**src/sv/base91_fixed13_encoder_top_defines.svh**
```systemverilog
// Assertion macros shared by the base91 fixed-width encoder RTL.
// Included by every module that carries concurrent assertions; depends on nothing.
`ifndef BASE91_FIXED13_ENCODER_TOP_DEFINES_SVH
`define BASE91_FIXED13_ENCODER_TOP_DEFINES_SVH
`ifndef SYNTHESIS
// Same-cycle implication, checked on the rising edge outside reset.
`define B91_ASSERT(label, clk, rst_n, prop, msg) \
    label: assert property (@(posedge clk) disable iff (!rst_n) (prop)) else $error(msg);
// Next-cycle implication, checked on the rising edge outside reset.
`define B91_ASSERT_NEXT(label, clk, rst_n, cond, prop, msg) \
    label: assert property (@(posedge clk) disable iff (!rst_n) (cond) |=> (prop)) \
        else $error(msg);
`else
`define B91_ASSERT(label, clk, rst_n, prop, msg)
`define B91_ASSERT_NEXT(label, clk, rst_n, cond, prop, msg)
`endif
`endif

```
**src/sv/b91f13_pkg.sv**
```systemverilog
// Package for the base91 fixed-width encoder: constants, command type and alphabet.
// Used by the front, queue, back and top-level modules; depends on nothing.
`default_nettype none

package b91f13_pkg;

    localparam int unsigned SymBase    = 91;
    localparam int unsigned WordBits   = 13;
    localparam int unsigned ByteBits   = 8;
    localparam int unsigned PendBits   = 12;
    localparam int unsigned CntW       = 4;
    localparam int unsigned IdxW       = 7;
    localparam int unsigned TailTwoMin = 7;
    // A data byte completes a word once this many bits were already pending.
    localparam int unsigned FullFrom   = WordBits - ByteBits;
    localparam int unsigned ExtBits    = PendBits + ByteBits;
    // Reciprocal of 91 scaled by 2^16; the estimate is exact or one low.
    localparam int unsigned RecipMul   = 720;
    localparam int unsigned RecipShift = 16;
    localparam int unsigned RecipW     = 10;
    localparam int unsigned ProdW      = WordBits + RecipW;
    localparam int unsigned QueueDepth = 2;

    // Input kind codes carried on tuser.
    localparam logic KIND_DATA   = 1'b0;
    localparam logic KIND_FINISH = 1'b1;

    typedef logic [WordBits-1:0] t_word;
    typedef logic [IdxW-1:0]     t_idx;

    // One encode job handed from the front to the back.
    typedef struct packed {
        t_word word;
        logic  two;
        logic  fin;
    } t_cmd;

    localparam logic [6:0] ALPHABET [0:SymBase-1] = '{
        7'h21, 7'h7E, 7'h7D, 7'h7C, 7'h7B, 7'h7A, 7'h79, 7'h78, 7'h77, 7'h76,
        7'h75, 7'h74, 7'h73, 7'h72, 7'h71, 7'h70, 7'h6F, 7'h6E, 7'h6D, 7'h6C,
        7'h6B, 7'h6A, 7'h69, 7'h68, 7'h67, 7'h66, 7'h65, 7'h64, 7'h63, 7'h62,
        7'h61, 7'h60, 7'h5F, 7'h5E, 7'h5D, 7'h23, 7'h5B, 7'h5A, 7'h59, 7'h58,
        7'h57, 7'h56, 7'h55, 7'h54, 7'h53, 7'h52, 7'h51, 7'h50, 7'h4F, 7'h4E,
        7'h4D, 7'h4C, 7'h4B, 7'h4A, 7'h49, 7'h48, 7'h47, 7'h46, 7'h45, 7'h44,
        7'h43, 7'h42, 7'h41, 7'h40, 7'h3F, 7'h3E, 7'h3D, 7'h3C, 7'h3B, 7'h3A,
        7'h39, 7'h38, 7'h37, 7'h36, 7'h35, 7'h34, 7'h33, 7'h32, 7'h31, 7'h30,
        7'h2F, 7'h2E, 7'h2D, 7'h2C, 7'h2B, 7'h2A, 7'h29, 7'h28, 7'h24, 7'h26,
        7'h25
    };

    // Alphabet lookup; indices beyond the table give zero.
    function automatic logic [6:0] f_alphabet(input t_idx idx);
        logic [6:0] sym;
        sym = 7'h00;
        if (idx < IdxW'(SymBase)) begin
            sym = ALPHABET[idx];
        end
        return sym;
    endfunction

endpackage

`default_nettype wire

```
**src/sv/b91f13_front.sv**
```systemverilog
// Front part of the encoder: accepts input items and runs the bit collector.
// Depends on b91f13_pkg; emits encode jobs into the queue.
`default_nettype none
`include "base91_fixed13_encoder_top_defines.svh"

module b91f13_front
    import b91f13_pkg::*;
(
    input  wire logic i_clk,
    input  wire logic i_rst_n,
    input  wire logic i_valid,
    output logic      o_ready,
    input  wire logic i_kind,
    input  wire logic [ByteBits-1:0] i_byte,
    input  wire logic i_full,
    output logic      o_push,
    output t_cmd      o_cmd
);

    logic [PendBits-1:0] r_bits, n_bits;
    logic [CntW-1:0]     r_cnt,  n_cnt;
    logic [ExtBits-1:0]  w_ext;
    logic                w_accept;

    assign o_ready  = !i_full;
    assign w_accept = i_valid && !i_full;

    // New byte lands above the pending bits, least significant bit first.
    assign w_ext = {{ByteBits{1'b0}}, r_bits} |
                   ({{PendBits{1'b0}}, i_byte} << r_cnt);

    // Classify the transaction and work out the next collector state.
    always_comb begin
        n_bits = r_bits;
        n_cnt  = r_cnt;
        o_push = 1'b0;
        o_cmd  = '{word: w_ext[WordBits-1:0], two: 1'b1, fin: 1'b0};
        if (w_accept) begin
            unique case (i_kind)
                KIND_DATA: begin
                    if (r_cnt >= CntW'(FullFrom)) begin
                        o_push = 1'b1;
                        n_bits = PendBits'(w_ext[ExtBits-1:WordBits]);
                        n_cnt  = r_cnt - CntW'(FullFrom);
                    end else begin
                        n_bits = w_ext[PendBits-1:0];
                        n_cnt  = r_cnt + CntW'(ByteBits);
                    end
                end
                KIND_FINISH: begin
                    o_push = (r_cnt != '0);
                    o_cmd  = '{word: WordBits'(r_bits),
                               two:  (r_cnt >= CntW'(TailTwoMin)),
                               fin:  1'b1};
                    n_bits = '0;
                    n_cnt  = '0;
                end
                default: begin
                    n_bits = r_bits;
                    n_cnt  = r_cnt;
                end
            endcase
        end
    end

    // Collector registers.
    always_ff @(posedge i_clk) begin
        if (!i_rst_n) begin
            r_bits <= '0;
            r_cnt  <= '0;
        end else begin
            r_bits <= n_bits;
            r_cnt  <= n_cnt;
        end
    end

    `B91_ASSERT(a_cnt_range, i_clk, i_rst_n, r_cnt <= CntW'(PendBits), "pending count above 12")
    `B91_ASSERT_NEXT(a_finish_clears, i_clk, i_rst_n, w_accept && i_kind == KIND_FINISH, r_cnt == '0 && r_bits == '0, "finish did not clear the collector")

endmodule

`default_nettype wire

```
**src/sv/b91f13_fifo.sv**
```systemverilog
// Short queue of encode jobs between the front and the back of the encoder.
// Depends on b91f13_pkg for the job type and depth.
`default_nettype none
`include "base91_fixed13_encoder_top_defines.svh"

module b91f13_fifo
    import b91f13_pkg::*;
(
    input  wire logic i_clk,
    input  wire logic i_rst_n,
    input  wire logic i_push,
    input  t_cmd      i_cmd,
    output logic      o_full,
    output logic      o_valid,
    input  wire logic i_pop,
    output t_cmd      o_cmd
);

    localparam int unsigned PtrW = $clog2(QueueDepth);
    localparam int unsigned CntQ = $clog2(QueueDepth + 1);

    t_cmd              r_mem [0:QueueDepth-1];
    logic [PtrW-1:0]   r_wr, r_rd;
    logic [CntQ-1:0]   r_count;
    logic              w_push, w_pop;

    assign o_full  = (r_count == CntQ'(QueueDepth));
    assign o_valid = (r_count != '0);
    assign o_cmd   = r_mem[r_rd];
    assign w_push  = i_push && !o_full;
    assign w_pop   = i_pop && o_valid;

    // Entry storage.
    always_ff @(posedge i_clk) begin
        if (w_push) begin
            r_mem[r_wr] <= i_cmd;
        end
    end

    // Pointers and fill level.
    always_ff @(posedge i_clk) begin
        if (!i_rst_n) begin
            r_wr    <= '0;
            r_rd    <= '0;
            r_count <= '0;
        end else begin
            if (w_push) begin
                r_wr <= (r_wr == PtrW'(QueueDepth - 1)) ? '0 : r_wr + 1'b1;
            end
            if (w_pop) begin
                r_rd <= (r_rd == PtrW'(QueueDepth - 1)) ? '0 : r_rd + 1'b1;
            end
            r_count <= r_count + CntQ'(w_push) - CntQ'(w_pop);
        end
    end

    `B91_ASSERT(a_no_push_full, i_clk, i_rst_n, !(i_push && o_full), "job pushed into a full queue")

endmodule

`default_nettype wire

```
**src/sv/b91f13_back.sv**
```systemverilog
// Back part of the encoder: splits each 13-bit word by 91 and sends the symbols.
// Depends on b91f13_pkg for the job type, reciprocal constants and alphabet.
`default_nettype none
`include "base91_fixed13_encoder_top_defines.svh"

module b91f13_back
    import b91f13_pkg::*;
(
    input  wire logic i_clk,
    input  wire logic i_rst_n,
    input  wire logic i_valid,
    input  t_cmd      i_cmd,
    output logic      o_pop,
    output logic      o_valid,
    input  wire logic i_ready,
    output logic [6:0] o_symbol,
    output logic      o_last,
    output logic      o_end
);

    localparam int unsigned RemW = IdxW + 1;

    // Divide stage: job plus quotient estimate.
    logic                r_s1_valid;
    t_cmd                r_s1_cmd;
    t_idx                r_s1_q0;
    // Output stage: remainder, quotient and which one is on the port.
    logic                r_s2_valid;
    t_idx                r_rem, r_quot;
    logic                r_two, r_fin, r_phase;

    logic [ProdW-1:0]    w_prod;
    t_word               w_qmul;
    logic [RemW-1:0]     w_r0;
    logic                w_fix;
    logic                w_last, w_s2_free, w_s1_adv;

    assign w_last    = r_phase || !r_two;
    assign w_s2_free = !r_s2_valid || (i_ready && w_last);
    assign w_s1_adv  = r_s1_valid && w_s2_free;
    assign o_pop     = i_valid && (!r_s1_valid || w_s2_free);

    // Quotient estimate by reciprocal multiplication.
    assign w_prod = ProdW'(i_cmd.word) * ProdW'(RecipMul);

    // Remainder from the estimate, then one correction step.
    assign w_qmul = WordBits'(r_s1_q0) * WordBits'(SymBase);
    assign w_r0   = RemW'(r_s1_cmd.word - w_qmul);
    assign w_fix  = (w_r0 >= RemW'(SymBase));

    // Divide stage register.
    always_ff @(posedge i_clk) begin
        if (!i_rst_n) begin
            r_s1_valid <= 1'b0;
        end else if (o_pop) begin
            r_s1_valid <= 1'b1;
        end else if (w_s1_adv) begin
            r_s1_valid <= 1'b0;
        end
    end

    always_ff @(posedge i_clk) begin
        if (o_pop) begin
            r_s1_cmd <= i_cmd;
            r_s1_q0  <= w_prod[ProdW-1:RecipShift];
        end
    end

    // Output stage control: first the remainder symbol, then the quotient.
    always_ff @(posedge i_clk) begin
        if (!i_rst_n) begin
            r_s2_valid <= 1'b0;
            r_phase    <= 1'b0;
        end else if (w_s1_adv) begin
            r_s2_valid <= 1'b1;
            r_phase    <= 1'b0;
        end else if (r_s2_valid && i_ready) begin
            if (w_last) begin
                r_s2_valid <= 1'b0;
                r_phase    <= 1'b0;
            end else begin
                r_phase <= 1'b1;
            end
        end
    end

    always_ff @(posedge i_clk) begin
        if (w_s1_adv) begin
            r_rem  <= w_fix ? IdxW'(w_r0 - RemW'(SymBase)) : IdxW'(w_r0);
            r_quot <= w_fix ? r_s1_q0 + 1'b1 : r_s1_q0;
            r_two  <= r_s1_cmd.two;
            r_fin  <= r_s1_cmd.fin;
        end
    end

    assign o_valid  = r_s2_valid;
    assign o_symbol = f_alphabet(r_phase ? r_quot : r_rem);
    assign o_last   = w_last;
    assign o_end    = r_fin && w_last;

    `B91_ASSERT(a_idx_range, i_clk, i_rst_n, !r_s2_valid || (r_rem < IdxW'(SymBase) && r_quot < IdxW'(SymBase)), "symbol index outside the alphabet")
    `B91_ASSERT_NEXT(a_s1_hold, i_clk, i_rst_n, r_s1_valid && !w_s2_free, r_s1_valid && $stable(r_s1_cmd), "divide stage lost a waiting job")

endmodule

`default_nettype wire

```
**src/sv/base91_fixed13_encoder_top.sv**
```systemverilog
// Top level of the base91 encoder with fixed 13-bit words.
// Depends on b91f13_pkg, b91f13_front, b91f13_fifo and b91f13_back.
//
//   Channel  | Direction | tdata (low bit up)    | tuser         | tlast
//   s_axis   | in        | data_byte[7:0]        | kind          | -
//   m_axis   | out       | symbol[6:0], zero bit | message_end   | last_of_run
//
// A data byte that completes no word yields no symbol; one that completes a
// word, or a finish with seven or more bits pending, yields two symbols, sent
// one at a time by the single-symbol output register; new items are still
// taken while the queue has room, before the last item's symbols are sent.
// The first symbol appears once the job has passed the queue entry written at
// the accepting edge, then the divide stage, then the output stage.
// Reset is synchronous and clears the collector, the queue and both stages.
// Output stalls back up through the two-entry queue.
`default_nettype none

module base91_fixed13_encoder_top
    import b91f13_pkg::*;
(
    input  wire logic       i_clk,
    input  wire logic       i_rst_n,
    input  wire logic       s_axis_tvalid,
    output logic            s_axis_tready,
    input  wire logic [7:0] s_axis_tdata,   // [7:0] data_byte
    input  wire logic       s_axis_tuser,   // [0] kind
    output logic            m_axis_tvalid,
    input  wire logic       m_axis_tready,
    output logic [7:0]      m_axis_tdata,   // [6:0] symbol, [7] zero
    output logic            m_axis_tlast,
    output logic            m_axis_tuser    // [0] message_end
);

    logic       w_push, w_full, w_q_valid, w_pop;
    t_cmd       w_push_cmd, w_head_cmd;
    logic [6:0] w_symbol;

    b91f13_front u_front (
        .i_clk   (i_clk),
        .i_rst_n (i_rst_n),
        .i_valid (s_axis_tvalid),
        .o_ready (s_axis_tready),
        .i_kind  (s_axis_tuser),
        .i_byte  (s_axis_tdata),
        .i_full  (w_full),
        .o_push  (w_push),
        .o_cmd   (w_push_cmd)
    );

    b91f13_fifo u_fifo (
        .i_clk   (i_clk),
        .i_rst_n (i_rst_n),
        .i_push  (w_push),
        .i_cmd   (w_push_cmd),
        .o_full  (w_full),
        .o_valid (w_q_valid),
        .i_pop   (w_pop),
        .o_cmd   (w_head_cmd)
    );

    b91f13_back u_back (
        .i_clk    (i_clk),
        .i_rst_n  (i_rst_n),
        .i_valid  (w_q_valid),
        .i_cmd    (w_head_cmd),
        .o_pop    (w_pop),
        .o_valid  (m_axis_tvalid),
        .i_ready  (m_axis_tready),
        .o_symbol (w_symbol),
        .o_last   (m_axis_tlast),
        .o_end    (m_axis_tuser)
    );

    assign m_axis_tdata = {1'b0, w_symbol};

endmodule

`default_nettype wire
```
**config.mk**
```make
export PLATFORM = sky130hd
export DESIGN_NAME = base91_fixed13_encoder_top
export DESIGN_NICKNAME = d
export VERILOG_FILES = /design/src/sv/b91f13_pkg.sv /design/src/sv/b91f13_front.sv /design/src/sv/b91f13_fifo.sv /design/src/sv/b91f13_back.sv /design/src/sv/base91_fixed13_encoder_top.sv
export VERILOG_INCLUDE_DIRS = /design/src /design/src/sv
export SDC_FILE = /design/constraint.sdc
export NUM_CORES = 1
export LEC_CHECK = 0
export ABC_AREA = 1
export ABC_CLOCK_PERIOD_IN_PS = 4500
export BUFFER_PORTS_ARGS = -buffer_cell sky130_fd_sc_hd__buf_4
export CORE_ASPECT_RATIO = 0.7
export CORE_UTILIZATION = 40
export DETAILED_ROUTE_END_ITERATION = 6
export PLACE_DENSITY = 0.57
export SETUP_SLACK_MARGIN = 0.4
export SYNTH_ARGS = -nofsm -noshare
export SYNTH_HDL_FRONTEND = slang
export SYNTH_SLANG_ARGS = --single-unit
```
**constraint.sdc**
```tcl
create_clock -name i_clk -period 4.5 [get_ports i_clk]
set_clock_uncertainty 0.15 [all_clocks]
set_input_delay 0.225 -clock i_clk [delete_from_list [all_inputs] [get_ports i_clk]]
set_output_delay 0.225 -clock i_clk [all_outputs]
set_load 0.02 [all_outputs]
```
# [Word level (Yosys, flattened, before mapping)]
# Memory sizes are Yosys's and may differ from the RTL's. A register that Yosys moved wholly into a read port is not among the register bits.
# Index checks and enable logic that the tools add are counted.
[word_totals] reg_bits=56 ramBits=30 rom_bits=896 inputBits=13 out_inout_bits=12 word_cells=89 n_memories=2
[classes] add_sub_neg=9 multipliers=2 magnitude_cmp=5 n_eq_ne=1 shifts=1 n_mux=27 bitwise_logic=4 reduce_logical=22
[mem_list] memory="(name not given)" words=128 word_bits=7 read_ports=1 rd_clocked_by_memory_dff=0 write_ports=0 line_no="b91f13_pkg.sv:56" text="sym = ALPHABET[idx];"
[mem_list] memory="u_fifo.r_mem" words=2 word_bits=15 read_ports=1 rd_clocked_by_memory_dff=1 write_ports=1 line_no="b91f13_fifo.sv:22" text="t_cmd r_mem [0:QueueDepth-1];"
[op_table] cell="7-bit two-way mux" n=6
[op_table] cell="15-bit two-way mux" n=2
[op_table] cell="12-bit case mux with 2 select lines" n=1
[op_table] cell="12-bit by 20-bit OR with 20-bit output" n=1
[op_table] cell="8-bit by 4-bit left shift with 20-bit output" n=1
[op_table] cell="13-bit by 6-bit multiplier with 19-bit output (second input constant)" n=1
[op_table] cell="1-bit two-way mux" n=14
[op_table] cell="12-bit two-way mux" n=1
[op_table] cell="4-bit by 3-bit >= comparator with 1-bit output (second input constant)" n=2
[op_table] cell="8-bit by 7-bit >= comparator with 1-bit output (second input constant)" n=1
[op_table] cell="8-bit >= comparator (second input constant)" n=1
[op_table] cell="1-bit logical AND" n=8
[op_table] cell="7-bit by 7-bit multiplier with 8-bit output (second input constant)" n=1
[op_table] cell="7-bit NOT with 8-bit output" n=1
[op_table] cell="4-bit case mux with 2 select lines" n=1
[op_table] cell="2-bit nonzero test" n=4
[op_table] cell="8-bit subtractor" n=1
[op_table] cell="7-bit by 1-bit adder with 7-bit output (second input constant)" n=1
[op_table] cell="7-bit less-than comparator (second input constant)" n=1
[op_table] cell="7-bit subtractor (second input constant)" n=1
[op_table] cell="4-bit adder (second input constant)" n=1
[op_table] cell="1-bit zero test" n=4
[op_table] cell="4-bit two-way mux" n=1
[op_table] cell="4-bit nonzero test" n=1
[op_table] cell="10 further kinds" n=14

# [Depth between registers and ports, before layout]
# Gate-level depths: netlist of the first run.
[depth] ltp_word=9 mapped_depth=21 ltp_nobuf=20

# [By module]
# A second synthesis of the first run with hierarchy kept.
[unflattened] cells_unflattened=850 hier_area_um2=6941.7
[by_module_without_submodules] module="b91f13_back" instances=1 cells_each=525 area_each_um2=4194.0 seq_area_each_um2=1051.0
[by_module_without_submodules] module="b91f13_fifo" instances=1 cells_each=86 area_each_um2=1390.1 seq_area_each_um2=1001.0
[by_module_without_submodules] module="b91f13_front" instances=1 cells_each=237 area_each_um2=1346.3 seq_area_each_um2=320.3
[by_module_without_submodules] module="base91_fixed13_encoder_top" instances=1 cells_each=2 area_each_um2=11.3 seq_area_each_um2=0.0

# [Worst setup path after synthesis of the first run]
# Ideal clock, no wire load.
[synth_path] path_type="register to register" startpoint="reg (tool-made name)" endpoint="reg u_back.r_s1_q0[4] (data pin)" setup_ps=252 arrival_ps=3835 t_required_ps=4098 slack_ps=263 stages_incl_launch_ff=18 path_buffers=2 period_less_slack_ps=4237 cell_sequence="dfxtp_1 -> clkbuf_1 -> clkbuf_1 -> mux2_2 -> ha_1 -> fa_1 -> inv_1 -> fa_1 -> inv_1 -> ha_1 -> a21o_1 -> a21oi_1 -> nand3_1 -> a21o_1 -> nand2_1 -> nand2_1 -> nand2_1 -> nand2_1"
[synth_rtl] element="end signal, assigned" line_no="b91f13_back.sv:65" text="r_s1_q0 <= w_prod[ProdW-1:RecipShift];"
[synth_rtl] element="end, declared" line_no="b91f13_back.sv:26" text="t_idx r_s1_q0;"

# [Final worst setup path of the first run]
[layout_path] startpoint="reg u_back.r_s1_q0[3]" endpoint="reg u_back.r_quot[6] (data pin)"
[layout_via] elab_chain_cells=4 elab_cells_between_ends=5 classes_between="add/sub: 2; mul: 1; order compare: 1; mux: 1"
[layout_rtl] element="7-bit by 7-bit multiplier with 8-bit output" line_no="b91f13_back.sv:47" text="assign w_qmul = WordBits'(r_s1_q0) * WordBits'(SymBase);"
[layout_rtl] element="8-bit subtractor" line_no="b91f13_back.sv:48" text="assign w_r0 = RemW'(r_s1_cmd.word - w_qmul);"
[layout_rtl] element="8-bit by 7-bit >= comparator with 1-bit output" line_no="b91f13_back.sv:49" text="assign w_fix = (w_r0 >= RemW'(SymBase));"
[layout_rtl] element="7-bit two-way mux *" line_no="b91f13_back.sv:90" text="r_quot <= w_fix ? r_s1_q0 + 1'b1 : r_s1_q0;"
[layout_rtl] element="end signal, assigned" line_no="b91f13_back.sv:90"
[layout_rtl] element="end, declared" line_no="b91f13_back.sv:29" text="t_idx r_rem, r_quot;"
# Mark *: on every way between the ends. The rest lies on a longest branch, timed or not.
# A chain may end at the register's enable or synchronous reset.

==> results by group, run 1 <==
Worst setup path
  – Crit path kind: register to register
  – Worst EP arrival: around 4.0 ns
  – CP bufs+invs: 2
  – Worst path max stage delay: ~0.5 ns
  – CP top delay family: adder cells
  – Slowest CP cell: fa_1
  – WP data required: 4.45 ns
  – CP Capture Type: register
  – Startpoint types: register
  – Worst path most repeated cell: fa_1
  – CP Cell Sequence: ha_2 > fa_1 > fa_1 > fa_1 > inv_1 > ha_4 > nand2_2 > nor3_2 > nand2_1 > o211ai_2 > xor2_2 > nand2_4 > buf_12 > nand3_1 > nand2_1
  – Worst-path fanout max: 8

Logic synthesis
  – Syn Area/Cell: between 8 and 9 µm²
  – Yosys reg bits: slightly below 90
  – YS warnings: 0
  – Post-Syn Nets: between 900 and 1000
  – Synth area leader: edfxtp_1
  – Synthesized cell area: just under 0.007 mm²
  – Area share of the largest cell type after synthesis: ~28%
  – Unique masters post-synth: 49
  – Number of synthesized flops with an enable pin: between 60 and 70
  – Cells after Synth: approximately 810
  – Top_reg_cell synth: edfxtp_1
  – Sequential area share after synthesis: 35.14%
  – FFs w/ async S/R, synth: 0%
  – Top cells by area, synth: edfxtp_1 (28%), ha_1 (11%), nand2_1 (10%), fa_1 (8.6%), inv_1 (7.4%)

Timing
  – Setup TNS: 0 ns
  – Fin. max-slew vios: 0
  – Final setup fails: 0
  – RSZ-0062 raised after global routing: no
  – Worst hold margin: between 0.02 and 0.025 ns
  – Fin. Hold Viols: 0
  – Final period demand of the worst path: ~4.0 ns
  – Final Cycle Share: about nine tenths
  – Fmax: approximately 250 MHz

CTS
  – CTS tree: yes
  – Clock sinks: between 80 and 90
  – CTS buffer count: 9
  – Clk root buf: clkbuf_16
  – H-tree depth: 3
  – Reg clk slew, reported paths: roughly 0.07 ns
  – CTS Buffer Depth: 2
  – Skew-Pair Late Insertion Delay: between 0.3 and 0.4 ns
  – CTS hold repair buffers: 0

Global routing
  – Met2 GRT Util: between 20 and 25%
  – Initial antenna violation count: 0
  – First-pass GRT wire length: approximately 24000 µm
  – Largest net degree at the start of global routing: 22
  – Grt met1 use: a little under a third
  – Grt ovf: 0
  – Met3 Use GR: approximately 3.8%
  – Vias in the first global route: roughly 4800
  – Top Usage Layer GRT: met1
  – Tot GR Track Use: 17.90%

Layout
  – Diode count: 0
  – Reg area: 0.002376 mm²
  – Multi-input gate area: ~0.0039 mm²
  – Area delta synth->final: 15.49%
  – Fraction of layout cells with a size suffix above 1: roughly 18%
  – Final Non-Filler Cells: 1073
  – Filler cells: around 1600
  – Nets@finish: approximately 950

Drt
  – Routed WL: about 14000 µm
  – WL/cell: approximately 13 µm
  – Via density: around 4.8
  – Vias: 5181
  – Final ANT Viol Nets: 0
  – 1st-pass router iterations: 5
  – First DRT Iteration DRCs: 363
  – Residual DRC: 0

Placed design
  – Final Wtd Congestion: between 0.8 and 0.9
  – Placed Cells: about 1000
  – Port Buffers: 23
  – DP Wirelength: approximately 11000 µm

Floorplanning
  – Core box area: 0.01640 mm²
  – Die height: around 110 µm
  – Die area: roughly 0.017 mm²
  – Horiz. Die Dim: ~160 µm
  – Row cnt: 39
  – Num ports: 25
  – Initial core utilization: 41.18%

Hold path
  – Hold Path Class: primary input to register

Run
  – Max-cap violation count: 0

Run status
  – Run status: complete, no violations
## area by class of cell
type	count	area share, %
multi-input combinational	555	50.35
tap	225	3.610
inverter	146	7.028
clock inverter	5	0.8344
sequential	87	30.47
timing repair buffer	44	4.589
clock buffer	11	3.113
## per-stage QoR
stage	util [%]	worst slack (ns)	area, µm²
5_1_grt	47.56	0.3745	7797
3_3_place_gp	43.85	0.3046	7189
3_5_place_dp	43.85	0.2849	7189
2_1_floorplan	-	0.4155	6755
4_1_cts	46.09	0.4300	7557
6_report	47.56	0.4900	7797
## Yosys cell counts, types with 2 or more instances
cell      number
o21ai_0       42
a21boi_0       2
inv_1        134
or2_2          4
o21bai_1       2
buf_4          2
xor2_1        10
nand3b_1       2
nand4_1        4
nor2_2         4
nand2_1      187
nand3_1       48
edfxtp_1      63
nor3_1         8
xnor2_1        3
a31oi_1        4
or2_1          3
nor2_1        38
mux2_2        15
ha_1          62
inv_2         11
o31ai_1        2
a21oi_1       34
nand2_2       19
a21o_1         3
clkbuf_1       6
o21ai_1        9
fa_1          29
dfxtp_1       24
nand2_4        2
o21ai_2        5
buf_2          7
## worst paths after layout
check | start | to | slack (ns) | cells past startpoint
min reg2reg | u_back.r_s1_cmd[0] | u_back.r_fin | 0.27 | 0
max | u_back.r_s1_q0[3] | u_back.r_quot[6] | 0.49 | 15
min | m_axis_tready | u_back.r_phase | 0.02 | 4
max reg2reg | u_back.r_s1_q0[3] | u_back.r_quot[6] | 0.49 | 15
## logic make-up (layout without fill, tap and decap cells)
group / Yosys count / count (layout) / synth area share, %
other: 1 / 1 / 0.05554
buffers and inverters: 163 / 206 / 9.581
XOR/XNOR: 15 / 15 / 2.168
flip-flops: 87 / 87 / 35.14
AO/OA/AOI/OAI: 110 / 110 / 9.525
AND/OR/NAND/NOR: 322 / 322 / 20.79
multiplexers: 16 / 16 / 2.650
adder cells (fa/ha/maj): 91 / 91 / 20.09
## registers in the layout (all words and copies together) (netlist names), named ones only
register	cells
u_fifo.r_mem	30
u_front.r_bits	12
u_back.r_s1_cmd	10
u_back.r_quot	7
u_back.r_rem	7
u_back.r_s1_q0	7
u_front.r_cnt	4
u_fifo.r_count	2
u_back.o_valid	1
u_back.r_fin	1
u_back.r_phase	1
u_back.r_s1_valid	1
u_back.r_two	1
u_fifo.r_rd	1
u_fifo.r_wr	1
## routing by layer
layer	up-vias	routed length (µm)
li1	2685	-
met5	-	0
met3	10	606
met2	93	5307
met4	0	119
met1	2393	8368
## tightest hold or removal path, delay by kind of cell
family | cells | cell delay [ns]
AOI/OAI and AO/OA | 1 | 0.07
buffers and inverters | 2 | 0.12
and+or+nand+nor | 1 | 0.06
## placed cells by master, fill, tap and decap left out, types with 5 or more instances in the layout
cell and count:
a21oi_1 32, buf_4 40, clkbuf_16 9, dfxtp_1 23, edfxtp_1 63, fa_1 28
ha_1 51, ha_4 9, inv_1 133, inv_2 12, mux2_2 11, nand2_1 186
nand2_2 19, nand3_1 46, nor2_1 36, nor2_2 6, nor3_1 7, o21ai_0 41
o21ai_1 10, o21ai_2 5, xor2_1 10
## repair_timing
| action | 4_1_cts | 5_1_grt |
|---|---|---|
| gates resized for setup | 4 | 35 |
| pin swaps | 3 | 13 |
| endpoints found under the setup margin | 19 | 19 |
| buffers inserted | 5 | 5 |
Power of run 1 is left out: the tool's default activity adds up to more than one toggle a clock period on the data nets, which glitch-free logic cannot reach.
==> run 2: changes to the inputs <==
- RECOVER_POWER: not set -> 100
==> run 2 against run 1 <==
Effect of this change:
- sequential share of layout area grew 0.53 points
- maximum frequency down 2.5%
- count of clock-buffer cells in the layout stayed put
- critical path depth up 4
- critical path type unchanged
- highest routed layer unchanged
==> results by group, run 2 (synthesis gave the netlist of run 1 again) <==
Global routing
  – Tot GR Track Use: 17.90% (unchanged)
  – Initial antenna violation count: 0 (unchanged)
  – First-pass GRT wire length: 24180 µm (unchanged)
  – Vias in the first global route: 4775 (unchanged)
  – Largest net degree at the start of global routing: 22 (unchanged)
  – Grt ovf: 0 (unchanged)

Worst setup path
  – Startpoint types: register (unchanged)
  – WP data required: 4.45 ns (about the same)
  – FF-to-FF path depth: 19 (was 15)
  – CP Cell Sequence: buf_6 > ha_1 > ha_1 > inv_1 > fa_1 > inv_1 > fa_1 > inv_1 > ha_4 > nand2_1 > inv_1 > nand2_1 > nand2_1 > inv_1 > nand3_1 > nand2_1 > buf_6 > nand3_1 > nand2_1 (was ha_2 > fa_1 > fa_1 > fa_1 > inv_1 > ha_4 > nand2_2 > nor3_2 > nand2_1 > o211ai_2 > xor2_2 > nand2_4 > buf_12 > nand3_1 > nand2_1)
  – Worst path max stage delay: 0.54 ns (was 0.51 ns)
  – Worst EP arrival: 4.07 ns (was 3.96 ns)
  – Crit path kind: register to register (unchanged)
  – CP Capture Type: register (unchanged)
  – Slowest CP cell: fa_1 (unchanged)
  – Worst-path fanout max: 13 (was 8)

Timing
  – Final period demand of the worst path: 4.114 ns (was 4.010 ns)
  – Fmax: 243.1 MHz (was 249.4 MHz)
  – Worst-margin pin slew: between 1 and 1.5 ns
  – RSZ-0062 raised after global routing: no (unchanged)
  – Final Cycle Share: 91.42% (was 89.11%)
  – Worst hold margin: 0.02081 ns (was 0.02022 ns)
  – Max-slew headroom: between 20% and 30%
  – Final setup fails: 0 (unchanged)
  – Setup TNS: 0 ns (unchanged)
  – Fin. Hold Viols: 0 (unchanged)
  – Fin. max-slew vios: 0 (unchanged)

Floorplanning
  – Initial core utilization: 41.18% (unchanged)
  – Row cnt: 39 (unchanged)
  – Core box area: 0.01640 mm² (unchanged)
  – Die area: 0.01741 mm² (unchanged)
  – Die height: 110.7 µm (unchanged)
  – Num ports: 25 (unchanged)
  – Horiz. Die Dim: 157.3 µm (unchanged)

Hold path
  – Hold Crit Depth: 4 (unchanged)
  – Hold Path Class: primary input to register (unchanged)

Drt
  – First DRT Iteration DRCs: 366 (was 363)
  – 1st-pass router iterations: 5 (unchanged)
  – Via density: 4.812 (was 4.829)
  – Vias: 5163 (was 5181)
  – Routed WL: 14360 µm (was 14400 µm)
  – Residual DRC: 0 (unchanged)
  – Final ANT Viol Nets: 0 (unchanged)
  – WL/cell: 13.39 µm (was 13.42 µm)

Layout
  – Commonest cells after routing, fill and taps aside: nand2_1 (188), inv_1 (137), edfxtp_1 (63), ha_1 (53), nand3_1 (48) (was nand2_1 (186), inv_1 (133), edfxtp_1 (63), ha_1 (51), nand3_1 (46))
  – Diode count: 0 (unchanged)
  – Largest registers: u_fifo.r_mem (30), u_front.r_bits (12), u_back.r_s1_cmd (10) (unchanged)
  – Commonest non-fill, non-tap cell in the layout: nand2_1 (unchanged)
  – Max reg flops: 30 (unchanged)
  – Filler cells: 1638 (was 1603)
  – Final Non-Filler Cells: 1073 (unchanged)
  – Reg with most FFs: u_fifo.r_mem (unchanged)
  – Nets@finish: 947 (unchanged)
  – Area delta synth->final: 13.53% (was 15.49%)
  – Fraction of layout cells with a size suffix above 1: 13.33% (was 17.57%)

Run
  – Max-cap violation count: 0 (unchanged)

CTS
  – Reg clk slew, reported paths: 0.06 ns (was 0.07 ns)
  – Clock sinks: 87 (unchanged)
  – Clk root buf: clkbuf_16 (unchanged)
  – CTS Buffer Depth: 2 (unchanged)
  – Skew-Pair Late Insertion Delay: 0.35 ns (about the same)
  – H-tree depth: 3 (unchanged)
  – CTS buffer count: 9 (unchanged)
  – CTS tree: yes (unchanged)

Placed design
  – DP Wirelength: 11290 µm (unchanged)
  – Placed Cells: 1047 (unchanged)
  – Final Wtd Congestion: 0.8531 (unchanged)
  – Port Buffers: 23 (unchanged)

Run status
  – Run status: complete, no violations (unchanged)
-- run 2: cell types whose count changed in the layout (fill, tap and decap cells not counted), moves of 4 or more --
cell / change
buf_4: -15
clkbuf_1: +14
inv_1: +4
inv_2: -4
mux2_1: +7
mux2_2: -7
o21ai_0: +6
o21ai_1: -5
-- run 2: repair_timing --
item,CTS,global route
pin swaps,3,13
setup endpoints to repair,19,19
setup buffers,5,5
hold buffers,0,0
gates resized for setup,4,35
-- run 2: worst max-delay path: cells and delay by family, from the launching register on --
kind / cells / cell delay, ns
fa+ha+maj: 5 / 1.90
buf+inv: 7 / 0.70
simple gates: 7 / 0.66
flops: 1 / 0.45
-- run 2: final cells by class --
class                      count  area, µm²  area share [%]
sequential                    87       2376           31.00
multi-input combinational    555       3846           50.18
tap                          225      281.5           3.673
clock inverter                 5      65.06          0.8488
clock buffer                  11      242.7           3.167
inverter                     146      548.0           7.150
timing repair buffer          44      305.3           3.983
-- run 2: final timing paths --
| kind | start | to | slack [ns] |
|---|---|---|---|
| max reg2reg | u_back.r_s1_q0[3] | u_back.r_quot[6] | 0.39 |
| max | u_back.r_s1_q0[3] | u_back.r_quot[6] | 0.39 |
| min | m_axis_tready | u_back.r_phase | 0.02 |
| min reg2reg | u_back.r_s1_cmd[0] | u_back.r_fin | 0.27 |
-- run 2: metal layers --
| metal | global-route usage, % | vias up | wire (µm) |
|---|---|---|---|
| li1 | - | 2685 | - |
| met1 | 30.44 | 2367 | 8256 |
| met2 | 22.27 | 101 | 5258 |
| met3 | 3.831 | 10 | 728 |
| met4 | 3.301 | 0 | 121 |
| met5 | 0 | - | 0 |
-- run 2: through the flow --
stage	instance area (µm²)	utilization (%)	worst slack (ns)
CTS	7557	46.09	0.4300
global placement	7189	43.85	0.3046
floorplan	6755	-	0.4155
finish	7665	46.75	0.3860
detailed placement	7189	43.85	0.2849
global route	7665	46.75	0.2026
Power of run 2 is left out for the same reason.
